==> src/hw/rtl/prhd_pkg.sv <==
// Package for the parallel ROM hex dump sequencer.
// Widths, phase codes, ASCII constants, word and state types, hex digit lookup.
// No dependencies.
`default_nettype none

package prhd_pkg;

	localparam int ADDR_BITS = 19;
	// address times four plus phase, one extra bit for the terminal count
	localparam int CNT_W     = ADDR_BITS + 3;
	localparam int DONE_BIT  = ADDR_BITS + 2;

	localparam logic [3:0] LINE_LAST = 4'hf;
	localparam logic [3:0] LINE_FIRST = 4'h0;

	localparam logic [7:0] CH_LF    = 8'h0a;
	localparam logic [7:0] CH_CR    = 8'h0d;
	localparam logic [7:0] CH_SPACE = 8'h20;
	localparam logic [7:0] CH_NONE  = 8'h00;
	localparam logic [7:0] CH_ZERO  = 8'h30;
	localparam logic [7:0] CH_LOWA  = 8'h61;

	typedef enum logic [1:0] {
		PH_ADDR = 2'd0,
		PH_HIGH = 2'd1,
		PH_LOW  = 2'd2,
		PH_SEP  = 2'd3
	} phase_t;

	typedef struct packed {
		logic       tx_ready;
		logic [7:0] data_in;
	} in_word_t;

	typedef struct packed {
		logic [ADDR_BITS-1:0] rom_addr;
		logic                 oe_n;
		logic                 tx_valid;
		logic [7:0]           tx_char;
		logic                 done_res;
	} out_word_t;

	typedef struct packed {
		logic [CNT_W-1:0] step_cnt;
		logic [7:0]       byte_val;
		logic             oe_on;
	} seq_state_t;

	function automatic logic [7:0] hex_char(input logic [3:0] nib);
		logic [7:0] ch;
		if (nib < 4'd10) begin
			ch = CH_ZERO + {4'd0, nib};
		end else begin
			ch = CH_LOWA + {4'd0, nib} - 8'd10;
		end
		return ch;
	endfunction

endpackage

`default_nettype wire

==> src/hw/rtl/prhd_if.sv <==
// Valid/ready channel interfaces for the hex dump sequencer.
// Depends on prhd_pkg for the address width.
`default_nettype none

interface prhd_in_if;
	import prhd_pkg::*;

	logic       valid;
	logic       ready;
	logic       tx_ready;
	logic [7:0] data_in;

	modport source (output valid, output tx_ready, output data_in, input ready);
	modport sink   (input valid, input tx_ready, input data_in, output ready);
endinterface

interface prhd_out_if;
	import prhd_pkg::*;

	logic                 valid;
	logic                 ready;
	logic [ADDR_BITS-1:0] rom_addr;
	logic                 oe_n;
	logic                 tx_valid;
	logic [7:0]           tx_char;
	logic                 done_res;

	modport source (output valid, output rom_addr, output oe_n, output tx_valid,
		output tx_char, output done_res, input ready);
	modport sink   (input valid, input rom_addr, input oe_n, input tx_valid,
		input tx_char, input done_res, output ready);
endinterface

`default_nettype wire

==> src/hw/rtl/prhd_step.sv <==
// One tick of the dump sequencer: next state and result word from the
// current state and the registered input word. Depends on prhd_pkg.
`default_nettype none

module prhd_step (
	input  prhd_pkg::seq_state_t st,
	input  prhd_pkg::in_word_t   din,
	output prhd_pkg::seq_state_t st_nx,
	output prhd_pkg::out_word_t  res
);
	import prhd_pkg::*;

	logic [ADDR_BITS-1:0] addr;
	phase_t               phase;
	logic                 line_start;
	logic                 line_end;
	logic                 advance;
	logic                 send;
	logic [7:0]           ch;
	logic [7:0]           byte_cur;
	logic                 oe_nx;
	logic                 done;

	assign addr       = st.step_cnt[DONE_BIT-1:2];
	assign phase      = phase_t'(st.step_cnt[1:0]);
	assign done       = st.step_cnt[DONE_BIT];
	assign line_start = (addr[3:0] == LINE_FIRST);
	assign line_end   = (addr[3:0] == LINE_LAST);

	always_comb begin
		advance  = 1'b0;
		send     = 1'b0;
		ch       = CH_NONE;
		oe_nx    = st.oe_on;
		byte_cur = st.byte_val;
		if (done) begin
			oe_nx = 1'b0;
		end else begin
			case (phase)
				PH_ADDR: begin
					// newline goes out first at each line start
					if (!line_start || din.tx_ready) begin
						oe_nx   = 1'b1;
						advance = 1'b1;
						send    = line_start;
						ch      = line_start ? CH_LF : CH_NONE;
					end
				end
				PH_HIGH, PH_LOW, PH_SEP: begin
					// latch on the first try only, while OE is still on
					if (phase == PH_HIGH && st.oe_on) begin
						byte_cur = din.data_in;
						oe_nx    = 1'b0;
					end
					if (din.tx_ready) begin
						send    = 1'b1;
						advance = 1'b1;
						case (phase)
							PH_HIGH: ch = hex_char(byte_cur[7:4]);
							PH_LOW:  ch = hex_char(byte_cur[3:0]);
							PH_SEP:  ch = line_end ? CH_CR : CH_SPACE;
							default: ch = CH_NONE;
						endcase
					end
				end
				default: begin
					advance = 1'b0;
				end
			endcase
		end
	end

	always_comb begin
		st_nx.step_cnt = advance ? st.step_cnt + CNT_W'(1) : st.step_cnt;
		st_nx.byte_val = byte_cur;
		st_nx.oe_on    = oe_nx;

		res.rom_addr = done ? {ADDR_BITS{1'b1}} : addr;
		res.oe_n     = ~oe_nx;
		res.tx_valid = send;
		res.tx_char  = ch;
		res.done_res = st_nx.step_cnt[DONE_BIT];
	end

endmodule

`default_nettype wire

==> src/hw/rtl/parallel_rom_hex_dump_sequencer_unit.sv <==
// Parallel ROM hex dump sequencer, top level.
// Input register, sequencer state, prhd_step logic and result register.
// Depends on prhd_pkg, prhd_if and prhd_step.
//
// Usage:
//   item   : one word per tick: tx_ready (transmitter can take a character)
//            and data_in (byte on the memory data pins).
//   result : one word per item: rom_addr, oe_n, tx_valid, tx_char, done_res,
//            giving the pin and transmitter drive after that tick.
//   Each item first sits in the input register, then the result register
//   loads its result word, which holds there until it is taken. One item is
//   taken every cycle while the receiver is not stalling; the address/phase
//   counter update is a single increment.
//   Reset (arst_n low) clears the counter, latched byte and output enable,
//   and empties both registers. The dump starts at address 0 and, after the
//   last address, every further word reports done with output enable off.
//   When the receiver stalls the result word holds and the input register
//   fills; item.ready falls only when both are full, so no word is lost.
`default_nettype none

module parallel_rom_hex_dump_sequencer_unit (
	input  wire        clk,
	input  wire        arst_n,
	prhd_in_if.sink    item,
	prhd_out_if.source result
);
	import prhd_pkg::*;

	logic       valid_s1;
	in_word_t   in_s1;
	seq_state_t st_q;
	seq_state_t st_nx;
	out_word_t  res_nx;
	out_word_t  out_q;
	logic       out_valid_q;
	logic       out_free;
	logic       adv_s1;

	assign out_free   = !out_valid_q || result.ready;
	assign adv_s1     = valid_s1 && out_free;
	assign item.ready = !valid_s1 || out_free;

	prhd_step u_step (
		.st    (st_q),
		.din   (in_s1),
		.st_nx (st_nx),
		.res   (res_nx)
	);

	always_ff @(posedge clk or negedge arst_n) begin
		if (!arst_n) begin
			valid_s1 <= 1'b0;
		end else if (item.ready) begin
			valid_s1 <= item.valid;
		end
	end

	always_ff @(posedge clk) begin
		if (item.valid && item.ready) begin
			in_s1.tx_ready <= item.tx_ready;
			in_s1.data_in  <= item.data_in;
		end
	end

	always_ff @(posedge clk or negedge arst_n) begin
		if (!arst_n) begin
			st_q        <= '0;
			out_valid_q <= 1'b0;
		end else if (adv_s1) begin
			st_q        <= st_nx;
			out_valid_q <= 1'b1;
		end else if (result.ready) begin
			out_valid_q <= 1'b0;
		end
	end

	always_ff @(posedge clk) begin
		if (adv_s1) begin
			out_q <= res_nx;
		end
	end

	assign result.valid    = out_valid_q;
	assign result.rom_addr = out_q.rom_addr;
	assign result.oe_n     = out_q.oe_n;
	assign result.tx_valid = out_q.tx_valid;
	assign result.tx_char  = out_q.tx_char;
	assign result.done_res = out_q.done_res;

	// once finished the counter never moves again
	a_done_sticky: assert property (@(posedge clk) disable iff (!arst_n)
		st_q.step_cnt[DONE_BIT] |=> st_q.step_cnt[DONE_BIT])
		else $error("sequencer left the done state");

	// finished sequencer keeps the memory disabled; only the closing CR goes out with done
	a_done_quiet: assert property (@(posedge clk) disable iff (!arst_n)
		(result.valid && result.done_res)
		|-> (result.oe_n && (!result.tx_valid || result.tx_char == CH_CR)))
		else $error("activity after done");

	// no character code without a send
	a_char_idle: assert property (@(posedge clk) disable iff (!arst_n)
		(result.valid && !result.tx_valid) |-> (result.tx_char == CH_NONE))
		else $error("character driven without tx_valid");

	// a processed high-digit tick always leaves output enable released
	a_oe_release: assert property (@(posedge clk) disable iff (!arst_n)
		(adv_s1 && !st_q.step_cnt[DONE_BIT] && st_q.step_cnt[1:0] == PH_HIGH)
		|=> !st_q.oe_on)
		else $error("output enable not released after latch");

endmodule

`default_nettype wire

==> src/flat_wrapper.sv <==
// flat-port wrapper written by rule: the top's interface ports become plain ports
module parallel_rom_hex_dump_sequencer_unit_flat import prhd_pkg::*;
  (clk, arst_n, item_valid, item_tx_ready, item_data_in, item_ready, result_valid, result_rom_addr, result_oe_n, result_tx_valid, result_tx_char, result_done_res, result_ready);
  prhd_in_if item_i ();
  prhd_out_if result_i ();
  input  wire clk;
  input  wire arst_n;
  input wire logic [$bits(item_i.valid)-1:0] item_valid;
  input wire logic [$bits(item_i.tx_ready)-1:0] item_tx_ready;
  input wire logic [$bits(item_i.data_in)-1:0] item_data_in;
  output wire logic [$bits(item_i.ready)-1:0] item_ready;
  output wire logic [$bits(result_i.valid)-1:0] result_valid;
  output wire logic [$bits(result_i.rom_addr)-1:0] result_rom_addr;
  output wire logic [$bits(result_i.oe_n)-1:0] result_oe_n;
  output wire logic [$bits(result_i.tx_valid)-1:0] result_tx_valid;
  output wire logic [$bits(result_i.tx_char)-1:0] result_tx_char;
  output wire logic [$bits(result_i.done_res)-1:0] result_done_res;
  input wire logic [$bits(result_i.ready)-1:0] result_ready;
  assign item_i.valid = item_valid;
  assign item_i.tx_ready = item_tx_ready;
  assign item_i.data_in = item_data_in;
  assign item_ready = item_i.ready;
  assign result_valid = result_i.valid;
  assign result_rom_addr = result_i.rom_addr;
  assign result_oe_n = result_i.oe_n;
  assign result_tx_valid = result_i.tx_valid;
  assign result_tx_char = result_i.tx_char;
  assign result_done_res = result_i.done_res;
  assign result_i.ready = result_ready;
  parallel_rom_hex_dump_sequencer_unit u_core (.clk(clk), .arst_n(arst_n), .item(item_i), .result(result_i));
endmodule
==> config.mk <==
export PLATFORM = sky130hd
export DESIGN_NAME = parallel_rom_hex_dump_sequencer_unit_flat
export DESIGN_NICKNAME = d
export VERILOG_FILES = /design/src/hw/rtl/prhd_pkg.sv /design/src/hw/rtl/prhd_if.sv /design/src/hw/rtl/prhd_step.sv /design/src/hw/rtl/parallel_rom_hex_dump_sequencer_unit.sv /design/src/flat_wrapper.sv
export SDC_FILE = /design/constraint.sdc
export NUM_CORES = 1
export LEC_CHECK = 0
export BUFFER_PORTS_ARGS = -buffer_cell sky130_fd_sc_hd__buf_2
export CAP_MARGIN = 30
export CORE_ASPECT_RATIO = 2
export CORE_UTILIZATION = 50
export CTS_CLUSTER_DIAMETER = 100
export DETAILED_ROUTE_END_ITERATION = 7
export PLACE_DENSITY = 0.74
export REMOVE_ABC_BUFFERS = 1
export SYNTH_ARGS = -nofsm -noshare
export SYNTH_HDL_FRONTEND = slang
export SYNTH_SLANG_ARGS = --single-unit
==> constraint.sdc <==
create_clock -name clk -period 2.4 [get_ports clk]
set_input_delay 0 -clock clk [delete_from_list [all_inputs] [get_ports clk]]
set_output_delay 0 -clock clk [all_outputs]
set_load 0.02 [all_outputs]
Yosys cells after proc, flatten, opt, wreduce, memory -nomap -nowiden
Cells that the tools add are included.
{ "word_totals": {"latch_bits": 0, "in_bits": 13, "reg_bits": 72, "rom_bits": 0, "ramBits": 0, "mem_count": 0, "wordCells": 67} }
{ "op_classes": {"n_bitwise": 2, "div_mod_pow": 0, "multipliers": 0, "n_shift": 0, "n_reduce_logical": 15, "n_mux": 24, "n_lt_le_gt_ge": 2, "n_eq_ne": 4, "addsub": 7} }
{ "ops": {"columns": ["cell", "n"], "rows": [
  ["2-to-1 mux 8 bit", 6],
  ["case mux 8 bit (3 select lines)", 1],
  ["adder 22 x 1 -> 22 bit, second input constant", 1],
  ["2-to-1 mux 22 bit", 1],
  ["adder 7 x 4 -> 8 bit, first input constant", 2],
  ["case mux 8 bit (2 select lines)", 1],
  ["subtractor 8 x 4 -> 8 bit, second input constant", 2],
  ["adder 6 x 4 -> 7 bit, first input constant", 2],
  ["2-to-1 mux 1 bit", 9],
  ["less-than comparator 4 bit, second input constant", 2],
  ["2-to-1 mux 4 bit", 2],
  ["2-to-1 mux 6 bit", 1],
  ["case mux 1 bit (2 select lines)", 3],
  ["equality test 2 bit, second input constant", 2],
  ["equality test 4 bit, second input constant", 1],
  ["zero test 4 bit", 1],
  ["logical AND 1 bit", 3],
  ["zero test 1 bit", 3],
  ["logical OR 1 bit", 3],
  ["AND reduction 3 bit", 1],
  ["OR reduction 3 bit", 1],
  ["equality test 2 x 1 -> 1 bit, second input constant", 1],
  ["zero test 2 bit", 1],
  ["NOT 1 bit", 2],
  ["2 further kinds", 2]
]} }

Logic depth before layout (Yosys ltp)
{ "logic_depth": {"ltp_word": 11, "depth_mapped": 9, "depth_no_buf": 9} }

Cells and area by module
Synthesis repeated with hierarchy kept, for this count alone.
{ "hier_totals": {"hier_cells": 287, "area_unflattened_um2": 3773.6} }
{ "by_module_without_submodules": {"columns": ["mod", "seq_area_each_um2", "area_per_inst_um2", "cells_per_inst", "n_inst"], "rows": [
  ["parallel_rom_hex_dump_sequencer_unit", 1996.9, 2543.7, 113, 1],
  ["prhd_step", 0.0, 1229.9, 174, 1]
]} }

Worst setup path after synthesis
Ideal clock, no wire load.
{ "synth_timing": {"path_type": "register -> register", "from": "register u_core.st_q[10] (netlist bit)", "to": "register u_core.out_q, in the netlist u_core.result.tx_char[2], data pin", "stages_incl_launch_ff": 10, "t_arrival_ns": 2.015, "setup_slack_ns": 0.125, "setup_time_ns": 0.261, "n_path_buf": 0, "synth_period_minus_slack_ns": 2.275, "path_cell_list": "dfrtp_1 > inv_1 > ha_1 > nand2_1 > mux2i_1 > ha_1 > o21ai_0 > mux2_2 > a221oi_1 > nor2_1"} }
{ "synth_between": {"elab_chain_len": 11} }
{ "synth_rtl": {"columns": ["item", "line", "text"], "rows": [
  ["start: declaration", "parallel_rom_hex_dump_sequencer_unit.sv:31", "seq_state_t st_q;"],
  ["start signal: assignment", "parallel_rom_hex_dump_sequencer_unit.sv:70", "st_q <= st_nx;"],
  ["equality test 2 x 1 -> 1 bit", "prhd_step.sv:39, prhd_step.sv:51, prhd_step.sv:58", null],
  ["logical AND 1 bit", "prhd_step.sv:51", "if (phase == PH_HIGH && st.oe_on) begin"],
  ["2-to-1 mux 8 bit", "prhd_step.sv:51", null],
  ["2-to-1 mux 8 bit", "prhd_step.sv:39", "case (phase)"],
  ["2-to-1 mux 8 bit", "prhd_step.sv:36", "if (done) begin"],
  ["adder 7 x 4 -> 8 bit", "prhd_pkg.sv:54", "ch = CH_LOWA + {4'd0, nib} - 8'd10;"],
  ["subtractor 8 x 4 -> 8 bit", "prhd_pkg.sv:54", null],
  ["2-to-1 mux 8 bit", "prhd_pkg.sv:51", "if (nib < 4'd10) begin"],
  ["case mux 8 bit (3 select lines)", "prhd_step.sv:58", "case (phase)"],
  ["2-to-1 mux 8 bit", "prhd_step.sv:55", "if (din.tx_ready) begin"],
  ["case mux 8 bit (2 select lines) (*)", "prhd_step.sv:39", null],
  ["end signal: assignment", "parallel_rom_hex_dump_sequencer_unit.sv:79", "out_q <= res_nx;"],
  ["end: declaration", "parallel_rom_hex_dump_sequencer_unit.sv:34", "out_word_t out_q;"]
]} }
Every way passes the cells marked *; elsewhere a longest branch is shown, timed or not. The select of a mux whose other input is x is not followed.
A chain may end at the register's enable or synchronous reset.

Worst setup path after layout
{ "layout_timing": {"from": "register u_core.st_q[9] (netlist bit)", "to": "register u_core.out_q, in the netlist u_core.result.tx_char[2], data pin"} }
Same word-level chain as after synthesis.

==> metrics.txt <==
worst-case clock buffer depth=2; most common cell in the netlist=edfxtp_1; overall die area=6850 µm²; highest ir drop seen on vdd=0.000626 V; weighted congestion reported at the end of routability-driven placement=roughly 0.92; Clock Tree Root=clkbuf_16; global router's overall resource usage=21.0%; Synth warnings=0; worst clock skew=around 5.8 ps; prevailing post-synth register cell=edfxtp_1; standard-cell row count=between 40 and 50; core utilization of the finished layout=63.9%; count of pins over their slew limit=0; mean instance size in the synthesized netlist=12.4 µm²; # diodes=0; top cell types by occurrence after synthesis=edfxtp_1 (38), dfrtp_1 (33), nand2_1 (19), or2_2 (19), xnor2_1 (16); pin count of the biggest net entering global routing=34; via count of the first global-routing pass=approximately 2.3k; Seq cells post-synth=between 70 and 80; number of distinct library cell variants in the gate-level netlist after synthesis=49; number of sinks driven by the clock tree=71; CP Capture Type=flip-flop; MaxCap Viol Count=0; fin worst setup slack=approximately 120 ps; shortest clock period the worst path allows after layout=about 2300 ps; area growth from synthesis to layout=24.0%; H-tree levels=3; Total Wirelength=6380 µm; type of the worst min-delay path=input port to flip-flop; kind of critical path=flip-flop to flip-flop; number of flops mapped to enable cells by yosys=38; total power divided by cell area=between 1000 and 1500 nW/µm²; Post-DRT Antenna Nets=0; HPWL after DPL=~4400 µm; proportion of synthesized flip-flops having asynchronous set or reset=46.5%; initial antenna violation count=0; number of clock buffers inserted by TritonCTS=9; number of vias per cell after detailed routing=~5.3; element type at the critical path start=flip-flop; TritonCTS clock tree=done; number of buffer cells added on primary ports=43; Critical Path Fanout Max=5; number of instances in the synthesized netlist=~260; final clock period utilization by the worst path=94.9%; accumulated negative setup slack=0 ps; total of endpoints with negative setup slack in the final report=0; post-synthesis sequential area ratio=60.4%; share of the synthesized area in the top cell type=35.1%; leakage power=about 0.0018 µW; number of nets in the layout=347; count of TritonRoute iterations in the first routing pass=5; cell type with the largest total area after synthesis=edfxtp_1; netlist area before placement=3250 µm²; global-route wire length before repair=10400 µm; Starting DRT DRC Count=60; DR WL/cell=15.2 µm; top-level port count=45; starting density of the core=51.6%; die boundary height=116 µm; Final Hold Viols=0; floorplan core area=6310 µm²; # DRC=0; worst max-slew margin expressed relative to the limit=50.1%; Design Power=4300 µW; run status=complete, no violations; worst path required time=2480 ps; Least-Margin Pin Slew=749 ps; highest achievable clock rate=0.439 GHz; signal arrival time at the worst endpoint=2350 ps; most area-consuming cells after synthesis=edfxtp_1 (35%), dfrtp_1 (25%), xnor2_1 (4.3%); insertion delay of the later-clocked pin in the worst-skew pair=330 ps; clock-pin slew on the worst setup and hold paths=50 ps; width of the die=59.0 µm; final-layout worst hold slack=19.3 ps; gr ovfl total=0; fraction of layout instances using a drive strength above 1=31.4%; worst slack at placement=103 ps; number of vias after detailed routing=2233
## cells by family (layout without fill, tap and decap cells)
group | count (synthesis) | after routing | share of synthesized area [%]
and+or+nand+nor | 100 | 100 | 17.8
adders and majority gates | 5 | 5 | 1.92
DFF | 71 | 71 | 60.4
AOI/OAI and AO/OA | 30 | 30 | 6.23
other | 1 | 1 | 0.115
buffers and inverters | 20 | 91 | 2.73
xor gates and xnor gates | 21 | 21 | 5.65
muxes | 15 | 15 | 5.08
## final timing paths
check	startpoint	endpoint	slack, ps	depth (start not counted)
setup / recovery	u_core.st_q[9]	u_core.result.tx_char[2]	120	8
hold / removal	result_ready	u_core.result.valid	20	3
setup reg to reg	u_core.st_q[9]	u_core.result.tx_char[2]	120	8
hold reg to reg	u_core.st_q[18]	u_core.st_q[18]	490	1
max in group asynchronous	arst_n	u_core.st_q[25]	1640	2
min in group asynchronous	arst_n	u_core.st_q[21]	280	2
## where the power goes
group | switching, µW | total [µW] | internal (µW)
Clock | 485 | 1340 | 858
Sequential | 164 | 1690 | 1530
Combinational | 721 | 1270 | 548
Total | 1370 | 4300 | 2930
## worst max-delay path: stages, from the launching register on
cell      delay (ps)
dfrtp_1          440
ha_1             260
nand2_2          130
mux2i_1          250
ha_1             200
o21ai_0           90
mux2_2           280
a221oi_1         310
nor2_1            70
## metal layers
layer | track usage [%] | wire (µm) | up-vias
li1 | - | - | 1063
met1 | 21.0 | 2330 | 1077
met2 | 38.0 | 3600 | 74
met3 | 5.32 | 226 | 19
met4 | 12.5 | 226 | 0
met5 | 0 | 0 | -
## cells in the final DEF (no fill, tap or decap), types with 2 or more instances in the layout
master / count
nand3_1: 11
inv_1: 12
edfxtp_1: 38
mux2_2: 8
dfrtp_1: 33
clkbuf_16: 9
a21oi_1: 8
xor2_1: 5
nand4_1: 5
or2_2: 19
nand2_1: 18
nor3_1: 7
buf_4: 8
clkinv_2: 2
xnor2_1: 16
ha_1: 5
nand3b_1: 4
clkbuf_8: 2
nor2_1: 14
and3_1: 2
o21ai_0: 7
buf_2: 43
dlygate4sd3_1: 12
mux2i_1: 5
nand2b_1: 6
nor4_4: 2
a21boi_0: 3
## registers in the layout, indices dropped and copies added (netlist names)
name and cells:
u_core.st_q 31, u_core.result.rom_addr 19, u_core.in_s1 9, u_core.result.tx_char 7, u_core.result.done_res 1, u_core.result.oe_n 1, u_core.result.tx_valid 1, u_core.result.valid 1
u_core.valid_s1 1
## timing repair
action,in CTS,in global routing
setup buffers,0,2
endpoints found under the hold margin,43,0
setup endpoints to repair,0,1
gates resized for setup,0,3
hold buffers,12,0
## metrics by stage
stage               cells  cell area, µm²
finish                420            4030
global route          420            4030
CTS                   418            4010
detailed placement    390            3580
global placement      390            3580
floorplan             255            3210
## cell type report
type | instances | area, µm²
fillers | 462 | 2280
multi-input cells | 172 | 1210
clock buffers | 11 | 253
well taps | 86 | 108
flip-flops and latches | 71 | 1970
clock inverters | 5 | 56.3
repair buffers | 63 | 395
inverters | 12 | 45.0
Note: power is estimated with default switching activity, not from simulation.
